<file path="src/hw/rtl/skl_pkg.sv">
// Shared types and codes for the sorted key list.
`timescale 1ns / 1ps
package skl_pkg;

    localparam int DEPTH_DEF     = 16;
    localparam int KEY_BYTES_DEF = 4;
    localparam int KEY_PORT_W    = 32;

    // Operation codes on the input beat
    localparam logic [1:0] FUNC_INSERT = 2'd0;
    localparam logic [1:0] FUNC_REMOVE = 2'd1;
    localparam logic [1:0] FUNC_DUMP   = 2'd2;

    // Status codes on the result beat
    localparam logic [1:0] STATUS_DONE    = 2'd0;
    localparam logic [1:0] STATUS_MISSING = 2'd1;
    localparam logic [1:0] STATUS_FULL    = 2'd2;

    // Command broadcast to every cell
    typedef enum logic [1:0] {
        CELL_HOLD,
        CELL_INSERT,
        CELL_REMOVE,
        CELL_ROTATE
    } cell_op_t;

    // Per-cell compare results seen by the neighbors and the controller
    typedef struct packed {
        logic valid;
        logic lt;
        logic eq;
    } cell_flags_t;

endpackage

</file>
<file path="src/hw/rtl/skl_cell.sv">
// One slot of the sorted chain: holds a key and its valid bit.
`timescale 1ns / 1ps
module skl_cell #(
    parameter int KEY_W = 32
) (
    input  logic                  aclk,
    input  logic                  aresetn,
    input  skl_pkg::cell_op_t     op,
    input  logic [KEY_W-1:0]      new_key,
    input  logic [KEY_W-1:0]      left_key,
    input  skl_pkg::cell_flags_t  left_flags,
    input  logic [KEY_W-1:0]      right_key,
    input  logic                  right_valid,
    output logic [KEY_W-1:0]      key,
    output skl_pkg::cell_flags_t  flags
);
    import skl_pkg::*;

    logic [KEY_W-1:0] key_reg, key_next;
    logic             valid_reg, valid_next;

    assign flags.valid = valid_reg;
    assign flags.lt    = valid_reg && (key_reg < new_key);
    assign flags.eq    = valid_reg && (key_reg == new_key);
    assign key         = key_reg;

    always_comb begin
        key_next   = key_reg;
        valid_next = valid_reg;
        case (op)
            CELL_INSERT: begin
                // cells below the insert point stay; the rest shift up by one
                if (!flags.lt) begin
                    key_next   = left_flags.lt ? new_key : left_key;
                    valid_next = valid_reg | left_flags.valid;
                end
            end
            CELL_REMOVE: begin
                // from the first matching key on, pull from the right
                if (valid_reg && !flags.lt) begin
                    key_next   = right_key;
                    valid_next = right_valid;
                end
            end
            CELL_ROTATE: begin
                key_next   = right_key;
                valid_next = right_valid;
            end
            default: begin
                key_next   = key_reg;
                valid_next = valid_reg;
            end
        endcase
    end

    always_ff @(posedge aclk) begin
        if (!aresetn) begin
            valid_reg <= 1'b0;
        end else begin
            valid_reg <= valid_next;
        end
        key_reg <= key_next;
    end

endmodule

</file>
<file path="src/hw/rtl/sorted_key_list_top.sv">
// Top level of the sorted key list: cell chain, command control and result register.
// Insert and remove: the result beat is registered in the cycle after the command is accepted.
// Dump: no command is accepted while the chain rotates once through all DEPTH cells,
//   one key leaving cell 0 per cycle, stalled only while a result beat waits.
// An empty dump answers with one DONE beat; unused code 3 is consumed with no result.
// Reset (aresetn low, synchronous) clears the count, the cell valid bits and the
//   output valid; stored key values are not reset.
`timescale 1ns / 1ps
module sorted_key_list_top #(
    parameter int DEPTH     = skl_pkg::DEPTH_DEF,
    parameter int KEY_BYTES = skl_pkg::KEY_BYTES_DEF
) (
    input  logic        aclk,
    input  logic        aresetn,
    input  logic        s_tvalid,
    output logic        s_tready,
    input  logic [39:0] s_tdata,   // func[1:0], key_value[33:2], zero fill
    output logic        m_tvalid,
    input  logic        m_tready,
    output logic [39:0] m_tdata,   // status[1:0], has_value[2], stored_key[34:3], zero fill
    output logic        m_tlast    // is_last
);
    import skl_pkg::*;

    // Keys wider than the port carry zero upper bytes, so the compare stays 32 bits.
    localparam int KEY_W = (KEY_BYTES * 8 > KEY_PORT_W) ? KEY_PORT_W : KEY_BYTES * 8;
    localparam int CNT_W = $clog2(DEPTH + 1);
    localparam int IDX_W = $clog2(DEPTH);

    typedef enum logic {
        ST_IDLE,
        ST_DUMP
    } state_t;

    state_t state_reg, state_next;

    // ---- input beat decode ----
    logic [1:0]       in_func;
    logic [KEY_W-1:0] in_key;
    logic             s_accept;

    assign in_func  = s_tdata[1:0];
    assign in_key   = s_tdata[2 +: KEY_W];
    assign s_accept = s_tvalid && s_tready;

    // ---- cell chain ----
    logic [KEY_W-1:0] cell_key   [DEPTH];
    cell_flags_t      cell_flags [DEPTH];
    logic [DEPTH-1:0] valid_vec;
    logic [DEPTH-1:0] eq_vec;
    cell_op_t         cell_op;

    for (genvar i = 0; i < DEPTH; i++) begin : g_cell
        logic [KEY_W-1:0] lkey, rkey;
        cell_flags_t      lflags;
        logic             rvalid;

        if (i == 0) begin : g_first
            // cell 0 has an imaginary valid, less-than neighbor on its left,
            // so a key not above cell 0 lands in cell 0
            assign lkey   = '0;
            assign lflags = '{valid: 1'b1, lt: 1'b1, eq: 1'b0};
        end else begin : g_inner
            assign lkey   = cell_key[i-1];
            assign lflags = cell_flags[i-1];
        end

        if (i == DEPTH - 1) begin : g_last
            // wraps to cell 0 for the dump rotation, empty slot otherwise
            assign rkey   = cell_key[0];
            assign rvalid = (cell_op == CELL_ROTATE) ? cell_flags[0].valid : 1'b0;
        end else begin : g_mid
            assign rkey   = cell_key[i+1];
            assign rvalid = cell_flags[i+1].valid;
        end

        assign valid_vec[i] = cell_flags[i].valid;
        assign eq_vec[i]    = cell_flags[i].eq;

        skl_cell #(
            .KEY_W (KEY_W)
        ) u_cell (
            .aclk        (aclk),
            .aresetn     (aresetn),
            .op          (cell_op),
            .new_key     (in_key),
            .left_key    (lkey),
            .left_flags  (lflags),
            .right_key   (rkey),
            .right_valid (rvalid),
            .key         (cell_key[i]),
            .flags       (cell_flags[i])
        );
    end

    // ---- control ----
    logic [CNT_W-1:0] count_reg, count_next;
    logic [IDX_W-1:0] idx_reg, idx_next;
    logic             store_full;
    logic             key_found;
    logic             out_free;
    logic             dump_emit;
    logic             dump_step;

    // result register
    logic                  out_valid_reg, out_valid_next;
    logic [1:0]            out_status_reg, out_status_next;
    logic                  out_has_reg, out_has_next;
    logic [KEY_PORT_W-1:0] out_key_reg, out_key_next;
    logic                  out_last_reg, out_last_next;

    assign store_full = (count_reg == CNT_W'(DEPTH));
    assign key_found  = |eq_vec;
    assign out_free   = !out_valid_reg || m_tready;
    assign s_tready   = (state_reg == ST_IDLE) && out_free;

    // during a dump, cell 0 carries the next key in order; slots past the count only rotate
    assign dump_emit = (CNT_W'(idx_reg) < count_reg);
    assign dump_step = (state_reg == ST_DUMP) && (!dump_emit || out_free);

    always_comb begin
        cell_op         = CELL_HOLD;
        state_next      = state_reg;
        count_next      = count_reg;
        idx_next        = idx_reg;
        out_valid_next  = out_valid_reg && !m_tready;
        out_status_next = out_status_reg;
        out_has_next    = out_has_reg;
        out_key_next    = out_key_reg;
        out_last_next   = out_last_reg;

        case (state_reg)
            ST_IDLE: begin
                if (s_accept) begin
                    case (in_func)
                        FUNC_INSERT: begin
                            out_valid_next  = 1'b1;
                            out_has_next    = 1'b0;
                            out_key_next    = '0;
                            out_last_next   = 1'b1;
                            if (store_full) begin
                                out_status_next = STATUS_FULL;
                            end else begin
                                out_status_next = STATUS_DONE;
                                cell_op         = CELL_INSERT;
                                count_next      = count_reg + CNT_W'(1);
                            end
                        end
                        FUNC_REMOVE: begin
                            out_valid_next  = 1'b1;
                            out_has_next    = 1'b0;
                            out_key_next    = '0;
                            out_last_next   = 1'b1;
                            if (key_found) begin
                                out_status_next = STATUS_DONE;
                                cell_op         = CELL_REMOVE;
                                count_next      = count_reg - CNT_W'(1);
                            end else begin
                                out_status_next = STATUS_MISSING;
                            end
                        end
                        FUNC_DUMP: begin
                            if (count_reg == '0) begin
                                out_valid_next  = 1'b1;
                                out_status_next = STATUS_DONE;
                                out_has_next    = 1'b0;
                                out_key_next    = '0;
                                out_last_next   = 1'b1;
                            end else begin
                                state_next = ST_DUMP;
                                idx_next   = '0;
                            end
                        end
                        default: begin
                            // unused code: beat is consumed, nothing happens
                            cell_op = CELL_HOLD;
                        end
                    endcase
                end
            end
            ST_DUMP: begin
                if (dump_step) begin
                    cell_op = CELL_ROTATE;
                    if (dump_emit) begin
                        out_valid_next  = 1'b1;
                        out_status_next = STATUS_DONE;
                        out_has_next    = 1'b1;
                        out_key_next    = KEY_PORT_W'(cell_key[0]);
                        out_last_next   = (CNT_W'(idx_reg) + CNT_W'(1)) == count_reg;
                    end
                    if (idx_reg == IDX_W'(DEPTH - 1)) begin
                        state_next = ST_IDLE;
                    end else begin
                        idx_next = idx_reg + IDX_W'(1);
                    end
                end
            end
            default: begin
                state_next = ST_IDLE;
            end
        endcase
    end

    always_ff @(posedge aclk) begin
        if (!aresetn) begin
            state_reg     <= ST_IDLE;
            count_reg     <= '0;
            idx_reg       <= '0;
            out_valid_reg <= 1'b0;
        end else begin
            state_reg     <= state_next;
            count_reg     <= count_next;
            idx_reg       <= idx_next;
            out_valid_reg <= out_valid_next;
        end
        out_status_reg <= out_status_next;
        out_has_reg    <= out_has_next;
        out_key_reg    <= out_key_next;
        out_last_reg   <= out_last_next;
    end

    assign m_tvalid = out_valid_reg;
    assign m_tlast  = out_last_reg;
    assign m_tdata  = {5'b0, out_key_reg, out_has_reg, out_status_reg};

    // ---- assertions ----

    // count never exceeds the chain length
    a_count_range: assert property (@(posedge aclk) disable iff (!aresetn)
        count_reg <= CNT_W'(DEPTH))
        else $error("entry count above depth");

    // outside a dump the number of valid cells equals the entry count
    a_valid_count: assert property (@(posedge aclk) disable iff (!aresetn)
        (state_reg == ST_IDLE) |-> ($countones(valid_vec) == int'(count_reg)))
        else $error("valid bits disagree with entry count");

    // an insert into a full store leaves the count alone
    a_full_hold: assert property (@(posedge aclk) disable iff (!aresetn)
        (s_accept && in_func == FUNC_INSERT && store_full) |=> (count_reg == $past(count_reg)))
        else $error("count changed on full insert");

endmodule
</file>
<file path="config.mk">
export PLATFORM = sky130hd
export DESIGN_NAME = sorted_key_list_top
export DESIGN_NICKNAME = d
export VERILOG_FILES = /design/src/hw/rtl/skl_pkg.sv /design/src/hw/rtl/skl_cell.sv /design/src/hw/rtl/sorted_key_list_top.sv
export SDC_FILE = /design/constraint.sdc
export NUM_CORES = 2
export LEC_CHECK = 0
export ABC_AREA = 0
export BUFFER_PORTS_ARGS = -buffer_cell sky130_fd_sc_hd__buf_2
export CAP_MARGIN = 25
export CORE_MARGIN = 5
export CORE_UTILIZATION = 33
export CTS_CLUSTER_DIAMETER = 100
export DETAILED_ROUTE_END_ITERATION = 7
export GPL_ROUTABILITY_DRIVEN = 0
export HOLD_SLACK_MARGIN = 0.12
export SLEW_MARGIN = 20
export SYNTH_ARGS = -nofsm -noshare
export SYNTH_HDL_FRONTEND = slang
export SYNTH_SLANG_ARGS = --single-unit
</file>
<file path="constraint.sdc">
create_clock -name aclk -period 6.5 [get_ports aclk]
set_clock_uncertainty 0.15 [all_clocks]
set_input_delay 1.3 -clock aclk [delete_from_list [all_inputs] [get_ports aclk]]
set_output_delay 1.3 -clock aclk [all_outputs]
set_load 0.1 [all_outputs]
</file>
**After elaboration in Yosys (flattened, before gate mapping)**

Index checks and enable logic that the tools add are counted.

- $add $sub $neg: 4
- $mul: 0
- Divide/modulo/power cells: 0
- Magnitude comparators: 17
- Equal/unequal tests: 67
- Shift operators: 0
- Muxes and demuxes: 165
- Bitwise operators: 16
- Reductions and logical operators: 99

Operator list:

| operator | number |
|---|---|
| 2-to-1 mux 32 bit | 51 |
| one-hot mux 32 bit (3 select lines) | 16 |
| == test 32 bit | 16 |
| < comparator 32 bit | 16 |
| one-hot mux 32 bit (2 select lines) | 2 |
| logical AND 1 bit | 52 |
| 2-to-1 mux 1 bit | 52 |
| one-hot mux 1 bit (3 select lines) | 16 |
| AND reduction 3 bit | 16 |
| != test 2 bit, second input constant | 21 |
| != test 2 x 1 -> 1 bit, second input constant | 19 |
| 2-to-1 mux 4 bit | 5 |
| AND reduction 5 bit | 4 |
| logical NOT 1 bit | 19 |
| 2-to-1 mux 2 bit | 8 |
| OR reduction 16 bit | 1 |
| OR 1 bit | 15 |
| one-hot mux 1 bit (2 select lines) | 7 |
| one-hot mux 2 bit (2 select lines) | 3 |
| 2-to-1 mux 5 bit | 2 |
| one-hot mux 5 bit (2 select lines) | 1 |
| one-hot mux 4 bit (2 select lines) | 1 |
| == test 2 bit, second input constant | 3 |
| one-hot mux 2 bit (3 select lines) | 1 |
| 19 further kinds | 21 |

- Register bits: 575
- Bits in latches: 0
- Memory bits (writable): 0
- Memory bits (read-only): 0
- Bits of input ports: 44
- Output and inout bits: 43
- Memories: 0

**Longest topological paths before layout**

- Depth in word-level cells: 11
- Mapped depth: 16
- Gate-level depth less buffers: 11

**Modules after synthesis**

A second synthesis with hierarchy kept.

- Cell total of the unflattened synthesis: 4503
- Area, all modules: 42884.9 um^2

By module, submodules not included:

| module | instances | cells each | area each (um^2) |
|---|---|---|---|
| skl_cell (g_cell[0].u_cell ...) | 15 | 268 | 2528.7 |
| skl_cell (g_cell[1].u_cell) | 1 | 268 | 2529.9 |
| sorted_key_list_top | 1 | 215 | 2424.8 |

**Least setup slack after synthesis**

No wires, ideal clock.

- Path type: input to register
- Start: input s_tdata[16]
- End: register g_cell[5].u_cell.key_reg[0], enable pin
- Arrival time: 5649 ps
- Required time: 5918 ps
- Slack: 269 ps
- Stages: 12
- Cell sequence: clkbuf_1 -> clkinv_1 -> ha_1 -> nand4_1 -> nor3_1 -> a211o_1 -> a221o_1 -> or2_1 -> buf_2 -> buf_1 -> o21ai_1 -> a21oi_1

- Longest elaborated chain between the ends: 10
- Elaborated cells on any way between the ends: 48

RTL lines:

| item | line | source |
|---|---|---|
| start: declaration | sorted_key_list_top.sv:17 | `input logic [39:0] s_tdata,` |
| == test 32 bit | skl_cell.sv:24 | `assign flags.eq = valid_reg && (key_reg == new_key);` |
| logical AND 1 bit | skl_cell.sv:24 |  |
| OR reduction 16 bit | sorted_key_list_top.sv:113 | `assign key_found = \|eq_vec;` |
| 2-to-1 mux 2 bit | sorted_key_list_top.sv:154 | `if (key_found) begin` |
| one-hot mux 2 bit (2 select lines) | sorted_key_list_top.sv:135 | `case (in_func)` |
| 2-to-1 mux 2 bit | sorted_key_list_top.sv:134 | `if (s_accept) begin` |
| one-hot mux 2 bit (2 select lines) | sorted_key_list_top.sv:132 | `case (state_reg)` |
| == test 2 bit or == test 2 x 1 -> 1 bit (tied branches) | skl_cell.sv:30 | `case (op)` |
| != test 2 x 1 -> 1 bit (no source line) (tied with other cells) | n/a |  |
| AND reduction 3 bit (no source line) (*) | n/a |  |
| end signal: assignment | skl_cell.sv:62 | `key_reg <= key_next;` |
| end: declaration | skl_cell.sv:19 | `logic [KEY_W-1:0] key_reg, key_next;` |

Mark *: on every way between the ends. The rest lies on a longest branch, timed or not.
A chain may end at the register's enable or synchronous reset.

**Worst setup path in the final report**

- Start: input s_tdata[29]
- End: register g_cell[5].u_cell.key_reg[28], data pin

- Longest elaborated chain between the ends: 9
- Elaborated cells on any way between the ends: 45

RTL lines:

| item | line |
|---|---|
| == test 32 bit | skl_cell.sv:24 |
| logical AND 1 bit | skl_cell.sv:24 |
| OR reduction 16 bit | sorted_key_list_top.sv:113 |
| 2-to-1 mux 2 bit | sorted_key_list_top.sv:154 |
| one-hot mux 2 bit (2 select lines) | sorted_key_list_top.sv:135 |
| 2-to-1 mux 2 bit | sorted_key_list_top.sv:134 |
| one-hot mux 2 bit (2 select lines) | sorted_key_list_top.sv:132 |
| == test 2 bit or == test 2 x 1 -> 1 bit (tied branches) | skl_cell.sv:30 |
| one-hot mux 32 bit (3 select lines) (*) | skl_cell.sv:30 |
| named net g_cell[5].u_cell.key_next[28] | skl_cell.sv:19 |

Mark *: on every way through the listed nets, which the timed path passes. The rest lies on a longest branch. The select of a mux whose other input is x is not followed.

==> run metrics <==
total CTS buffers 67; core footprint roughly 120,000 µm²; CTS resizes 0; number of core rows 128; clk slew on worst S/H paths 60 ps; Die Span Y 358.9 µm; Fmax approximately 0.19 GHz; Overflow after GRT 0; Final Hold Vio Count 0; remaining antenna violation count 0; CTS Sinks between 500 and 600; cells along the critical path buf_2 -> clkinv_1 -> ha_1 -> nand4_1 -> nor4_2 -> buf_4 -> o2111a_1 -> a2111oi_0 -> o31ai_1 -> nor3_4 -> buf_4 -> mux2i_1 -> o21ai_0; I/O pin cnt between 80 and 90; post-synthesis sequential area ratio between 40% and 50%; Syn Area/Cell roughly 9.6 µm²; Fillers approximately 12k; htree depth 3; first-pass GRT wire length around 200,000 µm; number of synthesized flops with an enable pin roughly 550; Final Max Tran Viols 0; layout cell share with drive strength beyond 1 8.801%; Clk Latency, worst-skew pair 640 ps; Worst Setup End Kind register; asr flop ratio synth 0%; Detailed Route WL around 140,000 µm; unrepaired setup endpoints after global routing false; CP peak stage delay just under 600 ps; unique cell type count in the Yosys netlist about 70; Hold Buf Count CTS 0; worst setup margin 1110 ps; vias per cell between 5 and 6; dpl cell area 43,470 µm²; Total Routing Usage GR about a fifth; wire length per cell 23.02 µm; Synth Instances 4,168; commonest register cell after synthesis edfxtp_1; max reg flops 512; top cell type's share of synthesized area between 40% and 50%; Iter 0 DRT Violations approximately 3.3k; largest net degree at the start of global routing ~110; Hold/Removal Path Class register to register; Final min period approximately 5400 ps; post-synthesis sequential element count 575; fin crit share 82.93%; design area between 40,000 and 50,000 µm²; CP Max Fanout 32; Layout Nets a little under 5k; vias post-DR around 33k; Worst EP arrival 5600 ps; drt drc 0; DP Wirelength between 100,000 and 150,000 µm; pre-CTS setup slack between 600 and 700 ps; Final setup viols 0; CTS tree yes; Root Driver clkbuf_16; Crit path top cell by count buf_4; Fin Setup TNS 0 ps; post-CTS setup buffer count 0; vias in the first global route 32.49k; number of port buffers between 70 and 80; slowest CP cell buf_4; Max-slew headroom about 25%; status finished clean; measured slew at the worst slew-check pin roughly 1100 ps; antenna violations before repair 13; Post-Syn Area 40,160 µm²; Worst Path Class, Setup input port to register; Synth-to-Final Area Change 13.75%; Overall Power about 10 mW; Starting Density 33.08%; startpoint type of the worst setup path input port; Worst Path Required 6710 ps; synth warn 0; maxcap violations 0; PwrDens 216.3 nW/µm²; LEAKAGE 18.00 nW; worst IR drop on VDD approximately 0.17 mV; fin util 37.63%; cell accounting for the most synthesized area edfxtp_1; Die ar. 128,800 µm²; Synth area leaders edfxtp_1, ha_1, mux2i_1, o21ai_0, nand2_1; Max Buffers Root-to-Sink 3; die width 358.9 µm; number of iterations in the first detailed-routing pass 5
[power breakdown]
part | total, mW | internal [mW] | switching (mW)
sequential | 4.39 | 4.26 | 0.133
combinational | 1.70 | 0.584 | 1.12
clock | 3.79 | 2.19 | 1.60
[metrics by stage]
step	cells	hold WS, ps
2_1_floorplan	4172	323.5
4_1_cts	5917	410.5
5_1_grt	5920	435.4
3_5_place_dp	5798	400.4
3_3_place_gp	5796	389.3
6_report	5925	407.5
[synthesized netlist by cell type, types with 27 or more instances]
| master | n |
|---|---|
| o21ai_1 | 89 |
| a21o_1 | 180 |
| nand2_1 | 554 |
| clkinv_1 | 33 |
| a21oi_1 | 398 |
| dfxtp_1 | 27 |
| nand4_1 | 140 |
| nor3_1 | 76 |
| o21a_1 | 31 |
| nor2_1 | 264 |
| and2_1 | 34 |
| edfxtp_1 | 548 |
| clkbuf_1 | 160 |
| o21ai_0 | 513 |
| ha_1 | 524 |
| nand3_1 | 37 |
| mux2i_1 | 261 |
| buf_2 | 65 |
| inv_1 | 42 |
[final timing paths]
kind / slack, ps / end / start / cells after the start
worst min register to register: 410 / idx_reg[1]$_SDFFE_PN0P_ / idx_reg[1]$_SDFFE_PN0P_ / 2
worst min-delay path: 410 / idx_reg[1]$_SDFFE_PN0P_ / idx_reg[1]$_SDFFE_PN0P_ / 2
worst max register to register: 2090 / g_cell[0].u_cell.key[6]$_DFFE_PP_ / g_cell[0].u_cell.key[11]$_DFFE_PP_ / 10
worst max-delay path: 1110 / g_cell[5].u_cell.key[28]$_DFFE_PP_ / s_tdata[29] / 13
[metal layers]
| layer | track usage (%) | wire length, µm |
|---|---|---|
| met1 | 27.33 | 57920 |
| met2 | 33.56 | 64060 |
| met3 | 3.359 | 10570 |
| met4 | 5.797 | 3785 |
| met5 | 0 | 40 |
[cell families after synthesis]
| kind of cell | Yosys count | share of synthesized area (%) |
|---|---|---|
| multiplexers | 261 | 6.505 |
| other | 1 | 0.009337 |
| AND/OR/NAND/NOR | 1186 | 13.16 |
| XOR/XNOR | 9 | 0.1963 |
| adder cells (fa/ha/maj) | 525 | 16.37 |
| AO/OA/AOI/OAI | 1288 | 18.03 |
| flip-flops | 575 | 42.32 |
| buffers and inverters | 323 | 3.408 |
[final cells by class]
| cell class | count | area, µm² | share of cell area [%] |
|---|---|---|---|
| flip-flops and latches | 575 | 17000 | 37.20 |
| diodes | 5 | 12.51 | 0.02739 |
| repair buffers | 251 | 2200 | 4.815 |
| multi-input cells | 3274 | 22020 | 48.21 |
| clock buffers | 90 | 1918 | 4.199 |
| well taps | 1625 | 2033 | 4.450 |
| clock inverters | 29 | 215.2 | 0.4711 |
| inverters | 76 | 285.3 | 0.6244 |
[critical path: cells and delay by family]
| family | cells | cell delay [ps] |
|---|---|---|
| adder cells (fa/ha/maj) | 1 | 500 |
| AND/OR/NAND/NOR | 3 | 570 |
| AO/OA/AOI/OAI | 4 | 1360 |
| multiplexers | 1 | 260 |
| buffers and inverters | 4 | 1550 |
[layout by cell type (no fill, tap or decap), types with 33 or more instances in the layout]
master     netlist  final
a21o_1         180    180
a21oi_1        398    384
and2_1          34     33
buf_12           0     35
buf_2           65     76
buf_4           16    136
clkbuf_16        0     71
clkinv_1        33     46
edfxtp_1       548    548
ha_1           524    524
inv_1           42     42
mux2i_1        261    261
nand2_1        554    552
nand3_1         37     37
nand4_1        140    140
nor2_1         264    264
nor3_1          76     76
o21ai_0        513    513
o21ai_1         89     89
Note: power is estimated with default switching activity, not from simulation.
